<file path="config.mk">
export PLATFORM = sky130hd
export DESIGN_NAME = shift_register_chain_driver_core
export DESIGN_NICKNAME = d
export VERILOG_FILES = /design/src/hdl/srcd_pkg.sv /design/src/hdl/srcd_tick.sv /design/src/hdl/srcd_shadow.sv /design/src/hdl/shift_register_chain_driver_core.sv
export SDC_FILE = /design/constraint.sdc
export NUM_CORES = 1
export LEC_CHECK = 0
export ABC_AREA = 0
export BUFFER_PORTS_ARGS = -buffer_cell sky130_fd_sc_hd__buf_4
export CAP_MARGIN = 10
export CORE_ASPECT_RATIO = 1.5
export CORE_MARGIN = 5
export CORE_UTILIZATION = 40
export CTS_CLUSTER_SIZE = 12
export DETAILED_ROUTE_END_ITERATION = 16
export PLACE_DENSITY = 0.68
export RECOVER_POWER = 100
export SETUP_SLACK_MARGIN = 0.05
export SKIP_CTS_REPAIR_TIMING = 1
export SYNTH_ARGS = -nofsm -noshare
export SYNTH_HDL_FRONTEND = slang
export SYNTH_SLANG_ARGS = --single-unit
</file>
<file path="constraint.sdc">
create_clock -name clk_i -period 3.11 [get_ports clk_i]
set_clock_uncertainty 0.2 [all_clocks]
set_input_delay 0.1555 -clock clk_i [delete_from_list [all_inputs] [get_ports clk_i]]
set_output_delay 0.1555 -clock clk_i [all_outputs]
set_load 0.01 [all_outputs]
</file>
<file path="src/hdl/srcd_pkg.sv">
// ----------------------------------------------------------------------------
// srcd_pkg
// Shared constants, command codes and item types for the shift register
// chain driver.
// ----------------------------------------------------------------------------
`default_nettype none

package srcd_pkg;

  // Chain geometry
  localparam int unsigned CHAIN_BYTES = 4;
  localparam int unsigned WRITE_LIMIT = (CHAIN_BYTES < 4) ? CHAIN_BYTES : 4;
  localparam int unsigned LEN_W       = 3;
  localparam int unsigned HP_W        = 16;
  localparam int unsigned TICK_W      = HP_W + 1;

  // Command codes
  localparam logic [2:0] FUNC_WRITE  = 3'd0;
  localparam logic [2:0] FUNC_SET    = 3'd1;
  localparam logic [2:0] FUNC_RESET  = 3'd2;
  localparam logic [2:0] FUNC_TOGGLE = 3'd3;
  localparam logic [2:0] FUNC_CLEAR  = 3'd4;
  localparam logic [2:0] FUNC_ENABLE = 3'd5;
  localparam logic [2:0] FUNC_READ   = 3'd6;

  // Configuration register indexes
  localparam int unsigned CFG_IDX_W  = 3;
  localparam int unsigned CFG_DATA_W = HP_W;
  localparam logic [CFG_IDX_W-1:0] CFG_HALF_PERIOD    = 3'd0;
  localparam logic [CFG_IDX_W-1:0] CFG_SHIFT_PRESENT  = 3'd1;
  localparam logic [CFG_IDX_W-1:0] CFG_LATCH_PRESENT  = 3'd2;
  localparam logic [CFG_IDX_W-1:0] CFG_CLEAR_PRESENT  = 3'd3;
  localparam logic [CFG_IDX_W-1:0] CFG_ENABLE_PRESENT = 3'd4;

  // Input item
  typedef struct packed {
    logic [2:0]  func;
    logic [31:0] word_value;
    logic [2:0]  byte_count;
    logic [4:0]  bit_index;
    logic        enable_level;
  } in_item_t;

  // Result item
  typedef struct packed {
    logic shift_valid;
    logic serial_bit;
    logic latch_pulse;
    logic clear_pulse;
    logic enable_pin;
    logic read_value;
    logic enable_state;
    logic last;
  } out_item_t;

  // Shadow store status toward the sequencer
  typedef struct packed {
    logic [7:0]       rd_byte;
    logic             rd_bit;
    logic [LEN_W-1:0] send_n;
    logic             enable;
  } shadow_status_t;

endpackage

`default_nettype wire

</file>
<file path="src/hdl/srcd_tick.sv">
// ----------------------------------------------------------------------------
// srcd_tick
// Pin timing counter: loaded with a hold time, counts down to zero.
// ----------------------------------------------------------------------------
`default_nettype none

module srcd_tick (
  input  wire logic                        clk_i,
  input  wire logic                        rst_ni,
  input  wire logic                        load_i,
  input  wire logic [srcd_pkg::TICK_W-1:0] load_val_i,
  output logic                             done_o
);

  logic [srcd_pkg::TICK_W-1:0] cnt_q, cnt_d;

  // Reload has priority, otherwise count down and park at zero
  always_comb begin
    cnt_d = cnt_q;
    if (load_i) begin
      cnt_d = load_val_i;
    end else if (cnt_q != '0) begin
      cnt_d = cnt_q - srcd_pkg::TICK_W'(1);
    end
  end

  always_ff @(posedge clk_i or negedge rst_ni) begin
    if (!rst_ni) begin
      cnt_q <= '0;
    end else begin
      cnt_q <= cnt_d;
    end
  end

  assign done_o = (cnt_q == '0);

endmodule

`default_nettype wire

</file>
<file path="src/hdl/srcd_shadow.sv">
// ----------------------------------------------------------------------------
// srcd_shadow
// Shadow copy of the chain, used length and output enable flag. Applies a
// command when an item is accepted and reports what must be sent.
// ----------------------------------------------------------------------------
`default_nettype none

module srcd_shadow (
  input  wire logic                       clk_i,
  input  wire logic                       rst_ni,
  input  wire logic                       upd_i,
  input  wire srcd_pkg::in_item_t         item_i,
  input  wire logic [srcd_pkg::LEN_W-1:0] rd_addr_i,
  output srcd_pkg::shadow_status_t        status_o
);

  logic [7:0]                 shadow_q [srcd_pkg::CHAIN_BYTES];
  logic [7:0]                 shadow_d [srcd_pkg::CHAIN_BYTES];
  logic [srcd_pkg::LEN_W-1:0] used_q, used_d;
  logic                       enable_q, enable_d;

  logic [srcd_pkg::LEN_W-1:0] idx;
  logic [srcd_pkg::LEN_W-1:0] idx_len;
  logic [srcd_pkg::LEN_W-1:0] wr_cnt;
  logic [srcd_pkg::LEN_W-1:0] bit_len;
  logic [srcd_pkg::LEN_W-1:0] send_n;
  logic                       bit_ok;
  logic [7:0]                 mask;
  logic [7:0]                 rd_byte;

  // Command decode and next state
  always_comb begin
    idx     = srcd_pkg::LEN_W'(item_i.bit_index[4:3]);
    idx_len = idx + srcd_pkg::LEN_W'(1);
    mask    = 8'b1 << item_i.bit_index[2:0];
    wr_cnt  = (item_i.byte_count > srcd_pkg::LEN_W'(srcd_pkg::WRITE_LIMIT)) ?
              srcd_pkg::LEN_W'(srcd_pkg::WRITE_LIMIT) : item_i.byte_count;
    bit_ok  = (idx < srcd_pkg::LEN_W'(srcd_pkg::WRITE_LIMIT));
    bit_len = (used_q < idx_len) ? idx_len : used_q;

    shadow_d = shadow_q;
    used_d   = used_q;
    enable_d = enable_q;
    send_n   = '0;

    unique case (item_i.func)
      srcd_pkg::FUNC_WRITE: begin
        for (int i = 0; i < srcd_pkg::CHAIN_BYTES; i++) begin
          if (srcd_pkg::LEN_W'(i) < wr_cnt) begin
            shadow_d[i] = 8'(item_i.word_value >> (8 * i));
          end
        end
        if (used_q < wr_cnt) begin
          used_d = wr_cnt;
        end
        send_n = wr_cnt;
      end
      srcd_pkg::FUNC_SET, srcd_pkg::FUNC_RESET, srcd_pkg::FUNC_TOGGLE: begin
        if (bit_ok) begin
          used_d = bit_len;
          send_n = bit_len;
          for (int i = 0; i < srcd_pkg::CHAIN_BYTES; i++) begin
            if (srcd_pkg::LEN_W'(i) == idx) begin
              if (item_i.func == srcd_pkg::FUNC_SET) begin
                shadow_d[i] = shadow_q[i] | mask;
              end else if (item_i.func == srcd_pkg::FUNC_RESET) begin
                shadow_d[i] = shadow_q[i] & ~mask;
              end else begin
                shadow_d[i] = shadow_q[i] ^ mask;
              end
            end
          end
        end
      end
      srcd_pkg::FUNC_CLEAR: begin
        for (int i = 0; i < srcd_pkg::CHAIN_BYTES; i++) begin
          shadow_d[i] = '0;
        end
      end
      srcd_pkg::FUNC_ENABLE: begin
        enable_d = item_i.enable_level;
      end
      default: begin
        // read and unknown commands leave the state alone
      end
    endcase
  end

  // Single read port: requested byte during idle, chain byte while sending
  always_comb begin
    rd_byte = '0;
    for (int i = 0; i < srcd_pkg::CHAIN_BYTES; i++) begin
      if (srcd_pkg::LEN_W'(i) == rd_addr_i) begin
        rd_byte = shadow_q[i];
      end
    end
  end

  assign status_o.rd_byte = rd_byte;
  assign status_o.rd_bit  = (rd_addr_i < used_q) ? rd_byte[item_i.bit_index[2:0]] : 1'b0;
  assign status_o.send_n  = send_n;
  assign status_o.enable  = enable_q;

  always_ff @(posedge clk_i or negedge rst_ni) begin
    if (!rst_ni) begin
      for (int i = 0; i < srcd_pkg::CHAIN_BYTES; i++) begin
        shadow_q[i] <= '0;
      end
      used_q   <= '0;
      enable_q <= 1'b0;
    end else if (upd_i) begin
      shadow_q <= shadow_d;
      used_q   <= used_d;
      enable_q <= enable_d;
    end
  end

endmodule

`default_nettype wire

</file>
<file path="src/hdl/shift_register_chain_driver_core.sv">
// ----------------------------------------------------------------------------
// shift_register_chain_driver_core
// Command driven controller for a chain of serial-in parallel-out shift
// registers, emitting one result item per serial bit or pin event.
// ----------------------------------------------------------------------------
//  channel | direction | handshake                 | payload
//  --------+-----------+---------------------------+-----------------------
//  in      | in        | in_valid_i / in_ready_o   | in_item_i  (in_item_t)
//  out     | out       | out_valid_o / out_ready_i | out_item_o (out_item_t)
//  cfg     | in        | cfg_valid_i / cfg_ready_o | cfg_index_i, cfg_data_i
//
//  Each result waits on the pin timer, loaded with twice the half period for
//  a shifted bit and with the half period for any other result. One item is
//  in work at a time; the input is ready only while the sequencer is idle. A
//  stalled output holds the timer result until taken. Reset sets all control
//  state at once, no sweep; the result payload register has no reset.
// ----------------------------------------------------------------------------
`default_nettype none

module shift_register_chain_driver_core (
  input  wire logic                                 clk_i,
  input  wire logic                                 rst_ni,
  input  wire logic                                 in_valid_i,
  output logic                                      in_ready_o,
  input  wire srcd_pkg::in_item_t                   in_item_i,
  output logic                                      out_valid_o,
  input  wire logic                                 out_ready_i,
  output srcd_pkg::out_item_t                       out_item_o,
  input  wire logic                                 cfg_valid_i,
  output logic                                      cfg_ready_o,
  input  wire logic [srcd_pkg::CFG_IDX_W-1:0]       cfg_index_i,
  input  wire logic [srcd_pkg::CFG_DATA_W-1:0]      cfg_data_i
);

  localparam logic ST_IDLE = 1'b0;
  localparam logic ST_RUN  = 1'b1;

  // Configuration registers
  logic [srcd_pkg::HP_W-1:0] half_period_q;
  logic                      shift_present_q;
  logic                      latch_present_q;
  logic                      clear_present_q;
  logic                      enable_present_q;

  // Sequencer
  logic                       state_q;
  logic                       chain_q;
  logic [srcd_pkg::LEN_W-1:0] byte_q;
  logic [2:0]                 bit_q;
  logic                       clr_q;
  logic                       rdv_q;

  // Output register
  logic                 out_valid_q;
  srcd_pkg::out_item_t  out_q;

  srcd_pkg::shadow_status_t    status;
  logic [srcd_pkg::LEN_W-1:0]  rd_addr;
  logic                        accept_in;
  logic                        out_free;
  logic                        tick_done;
  logic                        tick_load;
  logic [srcd_pkg::TICK_W-1:0] tick_val;
  logic                        emit;
  logic                        last_res;
  logic                        start_chain;
  logic                        shift_mode;

  assign cfg_ready_o = 1'b1;
  assign in_ready_o  = (state_q == ST_IDLE);
  assign accept_in   = in_valid_i & in_ready_o;
  assign out_free    = ~out_valid_q | out_ready_i;

  // Read the requested byte while idle, the byte on the wire while sending
  assign rd_addr = (state_q == ST_IDLE) ? srcd_pkg::LEN_W'(in_item_i.bit_index[4:3]) : byte_q;

  srcd_shadow u_shadow (
    .clk_i     (clk_i),
    .rst_ni    (rst_ni),
    .upd_i     (accept_in),
    .item_i    (in_item_i),
    .rd_addr_i (rd_addr),
    .status_o  (status)
  );

  // Step control
  always_comb begin
    start_chain = (status.send_n != '0) & (shift_present_q | latch_present_q);
    shift_mode  = chain_q & shift_present_q;
    last_res    = ~chain_q | ((byte_q == '0) & (~shift_present_q | (bit_q == 3'd0)));
    emit        = (state_q == ST_RUN) & tick_done & out_free;
    tick_load   = accept_in | (emit & ~last_res);
    if (((accept_in ? start_chain : chain_q) & shift_present_q) == 1'b1) begin
      tick_val = {half_period_q, 1'b0};
    end else begin
      tick_val = {1'b0, half_period_q};
    end
  end

  srcd_tick u_tick (
    .clk_i      (clk_i),
    .rst_ni     (rst_ni),
    .load_i     (tick_load),
    .load_val_i (tick_val),
    .done_o     (tick_done)
  );

  // Configuration writes
  always_ff @(posedge clk_i or negedge rst_ni) begin
    if (!rst_ni) begin
      half_period_q    <= srcd_pkg::HP_W'(8);
      shift_present_q  <= 1'b1;
      latch_present_q  <= 1'b1;
      clear_present_q  <= 1'b1;
      enable_present_q <= 1'b1;
    end else if (cfg_valid_i) begin
      unique case (cfg_index_i)
        srcd_pkg::CFG_HALF_PERIOD:    half_period_q    <= cfg_data_i;
        srcd_pkg::CFG_SHIFT_PRESENT:  shift_present_q  <= cfg_data_i[0];
        srcd_pkg::CFG_LATCH_PRESENT:  latch_present_q  <= cfg_data_i[0];
        srcd_pkg::CFG_CLEAR_PRESENT:  clear_present_q  <= cfg_data_i[0];
        srcd_pkg::CFG_ENABLE_PRESENT: enable_present_q <= cfg_data_i[0];
        default: begin
        end
      endcase
    end
  end

  // Sequencer: start on an item, walk bytes high to low, bits MSB first
  always_ff @(posedge clk_i or negedge rst_ni) begin
    if (!rst_ni) begin
      state_q <= ST_IDLE;
      chain_q <= 1'b0;
      byte_q  <= '0;
      bit_q   <= '0;
      clr_q   <= 1'b0;
      rdv_q   <= 1'b0;
    end else if (accept_in) begin
      state_q <= ST_RUN;
      chain_q <= start_chain;
      byte_q  <= status.send_n - srcd_pkg::LEN_W'(1);
      bit_q   <= 3'd7;
      clr_q   <= (in_item_i.func == srcd_pkg::FUNC_CLEAR) & clear_present_q;
      rdv_q   <= (in_item_i.func == srcd_pkg::FUNC_READ) & status.rd_bit;
    end else if (emit) begin
      if (last_res) begin
        state_q <= ST_IDLE;
      end else if (shift_present_q) begin
        if (bit_q == 3'd0) begin
          bit_q  <= 3'd7;
          byte_q <= byte_q - srcd_pkg::LEN_W'(1);
        end else begin
          bit_q <= bit_q - 3'd1;
        end
      end else begin
        byte_q <= byte_q - srcd_pkg::LEN_W'(1);
      end
    end
  end

  // Output register
  always_ff @(posedge clk_i or negedge rst_ni) begin
    if (!rst_ni) begin
      out_valid_q <= 1'b0;
    end else if (emit) begin
      out_valid_q <= 1'b1;
    end else if (out_ready_i) begin
      out_valid_q <= 1'b0;
    end
  end

  always_ff @(posedge clk_i) begin
    if (emit) begin
      out_q.shift_valid  <= shift_mode;
      out_q.serial_bit   <= shift_mode & status.rd_byte[bit_q];
      out_q.latch_pulse  <= chain_q & (shift_present_q ?
                            ((bit_q == 3'd0) & latch_present_q) : 1'b1);
      out_q.clear_pulse  <= ~chain_q & clr_q;
      out_q.enable_pin   <= enable_present_q ? ~status.enable : 1'b1;
      out_q.read_value   <= ~chain_q & rdv_q;
      out_q.enable_state <= status.enable;
      out_q.last         <= last_res;
    end
  end

  assign out_valid_o = out_valid_q;
  assign out_item_o  = out_q;

endmodule

`default_nettype wire

</file>
=== After elaboration in Yosys (flattened, before gate mapping) ===
Cells that the tools add are included.

* Add/subtract/negate cells: 5
* $lt $le $gt $ge: 10
* Equality and inequality tests: 27
* Shifts and indexed selects: 1
* Mux-type cells: 52
* Bitwise logic cells: 39
* Reductions and logical operators: 31

{| class="wikitable"
|+ Operators by type and width
! cell !! count
|-
| $mux 8 || 20
|-
| $pmux 32 s3 || 1
|-
| $mux 17 || 3
|-
| $mux 3 || 14
|-
| $and 8x8->8 || 4
|-
| $or 8x8->8 || 4
|-
| $xor 8x8->8 || 4
|-
| $ne 2x1->1 const B || 9
|-
| $logic_not 17->1 || 1
|-
| $reduce_bool 17->1 || 1
|-
| $sub 17x1->17 const B || 1
|-
| $reduce_and 4->1 || 4
|-
| $and 1x1->1 || 15
|-
| $logic_not 3->1 || 5
|-
| $reduce_and 2->1 || 7
|-
| $eq 3x2->1 const B || 4
|-
| $eq 3x3->1 const B || 4
|-
| $pmux 3 s2 || 2
|-
| $reduce_bool 2->1 || 6
|-
| $mux 1 || 10
|-
| $lt 3x3->1 || 3
|-
| $reduce_and 3->1 || 3
|-
| $sub 3x1->3 const B || 3
|-
| $lt 3x4->1 const B || 2
|-
| 19 further kinds || 35
|}

* Flip-flop bits (word level): 92
* Output and inout bits: 11

=== Depth between registers and ports, before layout ===
Gate-level depths: netlist of the first run.

* Depth after elaboration: 10
* Depth in mapped cells: 15

=== Modules after synthesis ===
A second synthesis of the first run with hierarchy kept.

* Cells, all modules: 760
* Area, all modules: 7415.9 µm²

{| class="wikitable"
|+ Modules (own cells, without submodules)
! module !! times used !! cells an instance !! area an instance (µm²) !! sequential area each (µm²)
|-
| srcd_shadow || 1 || 479 || 4242.8 || 900.9
|-
| shift_register_chain_driver_core || 1 || 168 || 2094.5 || 1022.2
|-
| srcd_tick || 1 || 113 || 1078.5 || 425.4
|}

=== Worst setup path before layout of the first run ===
Ideal clock, no wire load.

* Path kind: in2reg
* Start: input port in_item_i[4] (netlist name)
* End: register u_tick.cnt_q[11] (netlist name)
* Data arrival time: 2.355 ns
* Data required time: 2.778 ns
* Path slack: 0.423 ns
* Cell stages on the path: 14
* Buffers on the path: 3
* Path through: buf_2 > inv_1 > ha_1 > inv_1 > ha_1 > nand2b_1 > o221ai_2 > mux2i_1 > a211oi_2 > nor3_2 > buf_6 > buf_12 > mux2i_1 > o22ai_1

* Longest elaborated chain between the ends: 10

{| class="wikitable"
|+ Ends and longest elaborated chain
! what !! line !! RTL
|-
| start, declared || shift_register_chain_driver_core.sv:25 || <nowiki>input wire srcd_pkg::in_item_t in_item_i,</nowiki>
|-
| $add 2x1->3 (*) || srcd_shadow.sv:34 || <nowiki>idx_len = idx + srcd_pkg::LEN_W'(1);</nowiki>
|-
| $lt 3x3->1 || srcd_shadow.sv:39 || <nowiki>bit_len = (used_q < idx_len) ? idx_len : used_q;</nowiki>
|-
| $mux 3 (*) || srcd_shadow.sv:39 ||
|-
| $pmux 3 s2 (*) || srcd_shadow.sv:46 || <nowiki>unique case (item_i.func)</nowiki>
|-
| $reduce_bool 3->1 (*) || shift_register_chain_driver_core.sv:88 || <nowiki>start_chain = (status.send_n != '0) & (shift_present_q | latch_present_q);</nowiki>
|-
| $and 1x1->1 (*) || shift_register_chain_driver_core.sv:88 ||
|-
| $mux 1 (*) || -- ||
|-
| $and 1x1->1 (*) || shift_register_chain_driver_core.sv:93 || <nowiki>if (((accept_in ? start_chain : chain_q) & shift_present_q) == 1'b1) begin</nowiki>
|-
| $mux 17 (*) || shift_register_chain_driver_core.sv:93 ||
|-
| $mux 17 (*) || srcd_tick.sv:20 || <nowiki>if (load_i) begin</nowiki>
|-
| end signal, assigned || srcd_tick.sv:31 || <nowiki>cnt_q <= cnt_d;</nowiki>
|-
| end, declared || srcd_tick.sv:15 || <nowiki>logic [srcd_pkg::TICK_W-1:0] cnt_q, cnt_d;</nowiki>
|}

Mark *: on every way between the ends. The rest lies on a longest branch, timed or not.
A chain may end at the register's enable or synchronous reset.

=== Final worst setup path of the first run ===
* Start: register u_tick.cnt_q[0] (netlist name)
* End: register u_tick.cnt_q[0] (netlist name)

* Longest elaborated chain between the ends: 6
* Elaborated cells between the ends (all ways): 10
* Those cells by class: 1 x add/sub; 2 x mux; 4 x bitwise; 3 x reduce/logical

{| class="wikitable"
|+ Ends and longest elaborated chain
! what
|-
| parallel branches: the longest is 6 deep, another holds $sub 17x1->17
|}

Parallel ways; which one is timed is not known. The select of a mux whose other input is x is not followed.

==> results of run 1 <==
synthesized netlist by cell type, types with 12 or more instances:
| master | count | area, µm² |
|---|---|---|
| nand2b_1 | 12 | 75.1 |
| a21oi_1 | 56 | 280 |
| o22ai_1 | 13 | 81.3 |
| clkbuf_1 | 28 | 105 |
| nand2_1 | 81 | 304 |
| nor2_1 | 59 | 221 |
| mux2i_1 | 22 | 220 |
| dfrtp_1 | 79 | 1980 |
| nand3_1 | 13 | 65.1 |
| o21ai_0 | 77 | 385 |
| ha_1 | 79 | 988 |
| mux2_2 | 49 | 552 |
| inv_1 | 51 | 191 |
kinds of logic after synthesis:
| family | count (synthesis) | synth area share |
|---|---|---|
| compound gates | 194 | 0.167 |
| fa+ha+maj | 79 | 0.143 |
| other cells | 1 | 0.000543 |
| flops | 92 | 0.340 |
| buf+inv | 89 | 0.0549 |
| simple gates | 217 | 0.150 |
| mux | 74 | 0.122 |
| xor+xnor | 18 | 0.0228 |
metrics by stage:
step / instance area (µm²) / instances / utilization / hold slack, ns / worst slack (ns)
after global placement: 7730 / 1030 / 0.457 / 0.00634 / 0.293
final: 8350 / 1091 / 0.494 / -0.0767 / 0.274
after global routing: 8350 / 1091 / 0.494 / 0.00167 / 0.0689
after detailed placement: 7730 / 1030 / 0.457 / 0.00829 / 0.188
after CTS: 8010 / 1046 / 0.474 / -0.374 / 0.285
after floorplan: 6900 / 764 / - / -0.340 / 0.423
where the power goes:
part / switching [mW] / internal [mW] / total, mW / leakage [nW]
logic: 1.31 / 1.19 / 2.50 / 2.53
registers: 0.432 / 1.63 / 2.07 / 1.02
clock network: 0.483 / 0.621 / 1.10 / 0.143
total: 2.23 / 3.45 / 5.67 / 3.69
registers in the layout, indices dropped and copies added, names as in the netlist:
register           flops
shift_present_q        1
out_valid_o            1
enable_present_q       1
state_q                1
byte_q                 3
latch_present_q        1
u_tick.cnt_q          17
out_item_o             8
chain_q                1
u_shadow.used_q        3
bit_q                  3
rdv_q                  1
half_period_q         16
clear_present_q        1
clr_q                  1
u_shadow.shadow_q     32
u_shadow.enable_q      1
critical path: cells and delay by family (launching register included):
family,cells,cell delay (ns)
and+or+nand+nor,6,1.71
DFF,1,0.41
AOI/OAI and AO/OA,1,0.18
adders and majority gates,1,0.17
buffers and inverters,1,0.07
how the worst max path moves through the flow:
stage | slack [ns] | startpoint | end
after floorplan | 0.42 | in_item_i[4] | u_tick.cnt_q[11]$_DFFE_PN0P_
after global placement | 0.29 | in_item_i[4] | u_tick.cnt_q[5]$_DFFE_PN0P_
after detailed placement | 0.19 | in_item_i[4] | u_tick.cnt_q[6]$_DFFE_PN0P_
after CTS | 0.29 | u_tick.cnt_q[0]$_DFFE_PN0P_ | u_tick.cnt_q[0]$_DFFE_PN0P_
after global routing | 0.07 | u_shadow.used_q[2]$_DFFE_PN0P_ | u_tick.cnt_q[14]$_DFFE_PN0P_
final | 0.27 | u_tick.cnt_q[0]$_DFFE_PN0P_ | u_tick.cnt_q[0]$_DFFE_PN0P_
cell type report:
| class | instances | area (µm²) | share of cell area |
|---|---|---|---|
| clock buffer | 11 | 233 | 0.0279 |
| sequential | 92 | 2350 | 0.281 |
| inverter | 51 | 191 | 0.0229 |
| timing repair buffer | 139 | 1090 | 0.131 |
| multi-input combinational | 583 | 4170 | 0.499 |
| tap | 210 | 263 | 0.0315 |
| clock inverter | 5 | 53.8 | 0.00644 |
routing by layer:
layer | wire length (µm) | track usage | vias up
met3 | 866 | 0.0318 | 44
li1 | - | - | 2911
met4 | 819 | 0.0923 | 0
met2 | 9980 | 0.342 | 168
met1 | 7470 | 0.220 | 2878
met5 | 0 | 0 | -
==> impl_metrics.yaml, run 1 <==
outcome:
  status: "finished, violations left"
  violations: "negative hold slack"
synthesis:
  synth_edf_count: 8
  yosysSeqAreaShare: 0.340
  syn-instance-count: 764
  synthDistinctLibCells: 62
  synthArstFlopShare: 0.913
  syn_nets: 911
  ys_ff_latch: 92
  ys.warnings.count: 0
  synth_area_um2: 6900
  ys.flop_type: "dfrtp_1"
  avgSynthCellArea_um2: 9.04
hold_path:
  min_delay_path_depth: 5
  min_to: "u_shadow.shadow_q[28]$_DFFE_PN0P_"
  min-delay-start: "in_item_i[13]"
  min_path_type: "in -> reg"
detailed_routing:
  drc_errors: 0
  dr.pass1.iters: 5
  num_vias: 6001
  routed_via_density: 5.50
  final_antenna_net_count: 0
  wl_per_cell_um: 17.5
  wl_um: 19100
  drt-initial-drc-count: 375
critical_path:
  cpMostUsedCell: "nand2_1"
  slowest_delay_ns: 0.46
  reg2reg_to: "u_tick.cnt_q[0]$_DFFE_PN0P_"
  crit_fanout: 12
  r2r_cells: 9
  critical_path_arrival_ns: 2.90
  crit_chain: "inv_1 -> ha_1 -> or3b_1 -> nor3_2 -> nand2_1 -> nor4_4 -> or2_1 -> nand2_1 -> o22ai_1"
  worstSetupStartpointType: "register"
  crit_slowest_cell: "or3b_1"
  crit_required_ns: 3.17
  worstSetupPathType: "reg -> reg"
  timing.rr.start: "u_tick.cnt_q[0]$_DFFE_PN0P_"
  worstSetupEndpointType: "register"
  rrSetupSlack_ns: 0.27
flow_run:
  drv_cap: 0
final_layout:
  num_antenna_cells: 0
  finalNetCount: 1023
  layout_common_cells: "81 x nand2_1, 79 x ha_1, 79 x dfrtp_1"
  drive_gt1_frac: 0.176
  n_fill_cell: 1597
  final_common_cell: "nand2_1"
  area_delta_synth_final_pct: 20.9
timing:
  tightest_slew_ns: 1.18
  slew-limit-headroom: 0.215
  fmax_mhz: 353
  rsz0062_at_grt: "false"
  tns_ns: 0
  finalHoldViolations: 9
  period_share: 0.912
  slew_violations: 0
  min_period_ns: 2.84
  holdWs_ns: -0.0767
  setup_viol: 0
clocking:
  clkTransAtPathRegs_ns: 0.07
  clk_latency_ns: 0.36
  htree_levels: 3
  cts_sinks: 92
  numCtsBuffers: 9
  cts_buffer_depth: 2
  cts_root_buf: "clkbuf_16"
  tritoncts: "built"
grt:
  grt_overflow_total: 0
  grt_use_total: 0.193
  grt_pass1_vias: 5888
  antenna_found_initial: 0
  grt_max_degree: 44
  grt_pass1_wl_um: 30200
pwr:
  powerDensity_nw_per_um2: 679
  total_power_mw: 5.67
  ir_worst_vdd_mv: 0.377
  p_leak_nw: 3.69
die:
  num_rows: 58
  fp.dieH_um: 171
  initial_core_util: 0.408
  die-area_um2: 20000
  core_area_um2: 16900
  die_w_um: 117
  io-pin-count: 79
place:
  gp_congestion: 0.941
  post-dp-hpwl_um: 14000
  io_buffers: 77
Power figures use the tool's default switching activity.
==> run 2, diff against run 1 <==
- CORE_UTILIZATION: 40 -> 42
- PLACE_DENSITY: 0.68 -> 0.71
==> run 2 against run 1 <==
- the flow finishes with violations (negative hold slack, max-capacitance violations, max-slew violations)
- largest cell class unchanged
- maximum frequency up 0.32%
- setup slack better by 0.0091 ns
- via count down 0.52%
- non-clock buffer count unchanged
- combinational power about the same
==> impl_metrics.yaml, run 2 (synthesis results as in run 1) <==
place:
  gp_congestion: 0.898
  io_buffers: 77
  post-dp-hpwl_um: 13200
grt:
  grt_pass1_wl_um: 29100
  grt_use_total: 0.190
  grt_pass1_vias: 5749
  grt_overflow_total: 0
  grt_max_degree: 82
  antenna_found_initial: 0
die:
  fp.dieH_um: 167
  die-area_um2: 19200
  initial_core_util: 0.426
  die_w_um: 115
  core_area_um2: 16200
  num_rows: 57
  io-pin-count: 79
final_layout:
  finalNetCount: 1023
  ff_latch_area_um2: 2350
  layout_common_cells: "81 x nand2_1, 79 x ha_1, 79 x dfrtp_1"
  area_delta_synth_final_pct: 21.2
  final_common_cell: "nand2_1"
  top_regs: "u_shadow.shadow_q: 32 flops, u_tick.cnt_q: 17 flops, half_period_q: 16 flops"
  drive_gt1_frac: 0.174
  multi_input_area_um2: 4170
  n_fill_cell: 1505
  regMostFlops: "u_shadow.shadow_q"
  largest_register_ffs: 32
  num_antenna_cells: 0
clocking:
  cts_buffer_depth: 2
  clkTransAtPathRegs_ns: 0.07
  cts_sinks: 92
  numCtsBuffers: 9
  cts_root_buf: "clkbuf_16"
  htree_levels: 3
  clk_latency_ns: 0.36
  tritoncts: "built"
detailed_routing:
  num_vias: 5970
  wl_um: 18700
  drt-initial-drc-count: 340
  dr.pass1.iters: 5
  wl_per_cell_um: 17.2
  drc_errors: 0
  routed_via_density: 5.49
  final_antenna_net_count: 0
outcome:
  violations: "negative hold slack, max-capacitance violations, max-slew violations"
  status: "finished, violations left"
timing:
  finalHoldViolations: 7
  slew-limit-headroom: -0.430
  tns_ns: 0
  tightest_slew_ns: 2.15
  fmax_mhz: 354
  slew_violations: 99
  min_period_ns: 2.83
  setup_viol: 0
  rsz0062_at_grt: "false"
  period_share: 0.909
  holdWs_ns: -0.0846
critical_path:
  worstSetupPathType: "reg -> reg"
  crit_required_ns: 3.11
  worstSetupEndpointType: "register"
  crit_fanout: 18
  r2r_cells: 10
  worstSetupStartpointType: "register"
  critical_path_arrival_ns: 2.83
  rrSetupSlack_ns: 0.28
  critPathLaunch: "u_shadow.used_q[2]$_DFFE_PN0P_"
  endpoint: "u_tick.cnt_q[15]$_DFFE_PN0P_"
  reg2reg_to: "u_tick.cnt_q[15]$_DFFE_PN0P_"
  timing.rr.start: "u_shadow.used_q[2]$_DFFE_PN0P_"
pwr:
  ir_worst_vdd_mv: 0.457
  powerDensity_nw_per_um2: 676
  total_power_mw: 5.65
  p_leak_nw: 3.69
flow_run:
  drv_cap: 2
hold_path:
  min_path_type: "in -> reg"
[run 2: changes by cell type in the layout (fill, tap and decap cells not counted), moves of 2 or more]
cell / before / now
clkinv_2: 3 / 1
inv_8: 0 / 2
mux2_1: 0 / 2
buf_4: 72 / 69
dlygate4sd3_1: 45 / 48
mux2_2: 49 / 47
clkbuf_1: 20 / 18
inv_6: 0 / 2
[run 2: per-stage QoR]
stage                     cell area, µm²  hold slack, ns  worst slack [ns]   util  instances
final                               8370         -0.0846             0.283  0.517       1087
after CTS                           7980          -0.227             0.355  0.493       1039
after global routing                8370       -0.000324            0.0774  0.517       1087
after global placement              7690           0.154             0.276  0.475       1023
after detailed placement            7690           0.159             0.174  0.475       1023
after floorplan                     6900          -0.340             0.423      -        764
[run 2: worst min-delay path by stage]
stage	cells past startpoint	to	start
floorplan	0	bit_q[0]$_DFFE_PN0P_	rst_ni
global placement	2	out_valid_o$_DFFE_PN0P_	out_ready_i
detailed placement	2	out_valid_o$_DFFE_PN0P_	out_ready_i
CTS	2	out_valid_o$_DFFE_PN0P_	out_ready_i
global route	5	u_shadow.shadow_q[14]$_DFFE_PN0P_	in_item_i[31]
finish	5	u_shadow.shadow_q[14]$_DFFE_PN0P_	in_item_i[31]
[run 2: metal layers]
metal | vias to the layer above | track usage | routed length (µm)
met5 | - | 0 | 0
met2 | 146 | 0.334 | 9690
met1 | 2866 | 0.226 | 7680
met4 | 0 | 0.0904 | 696
li1 | 2911 | - | -
met3 | 47 | 0.0225 | 629
[run 2: where the power goes]
group          switching, mW  internal (mW)
clock network          0.539          0.567
registers              0.435           1.63
logic                   1.28           1.20
[run 2: final cells by class]
type,count,share of cell area
clock buffer,9,0.0269
clock inverter,7,0.00838
inverter,51,0.0229
multi-input combinational,583,0.499
sequential,92,0.281
tap,206,0.0308
timing repair buffer,139,0.132
[run 2: critical path, cell delays in order (launching register included)]
cell	delay, ns
dfrtp_1	0.40
inv_1	0.10
ha_1	0.34
nand2b_1	0.15
o221ai_1	0.27
mux2i_1	0.30
a211oi_2	0.12
nor3_2	0.27
buf_12	0.21
mux2i_1	0.21
o22ai_1	0.10
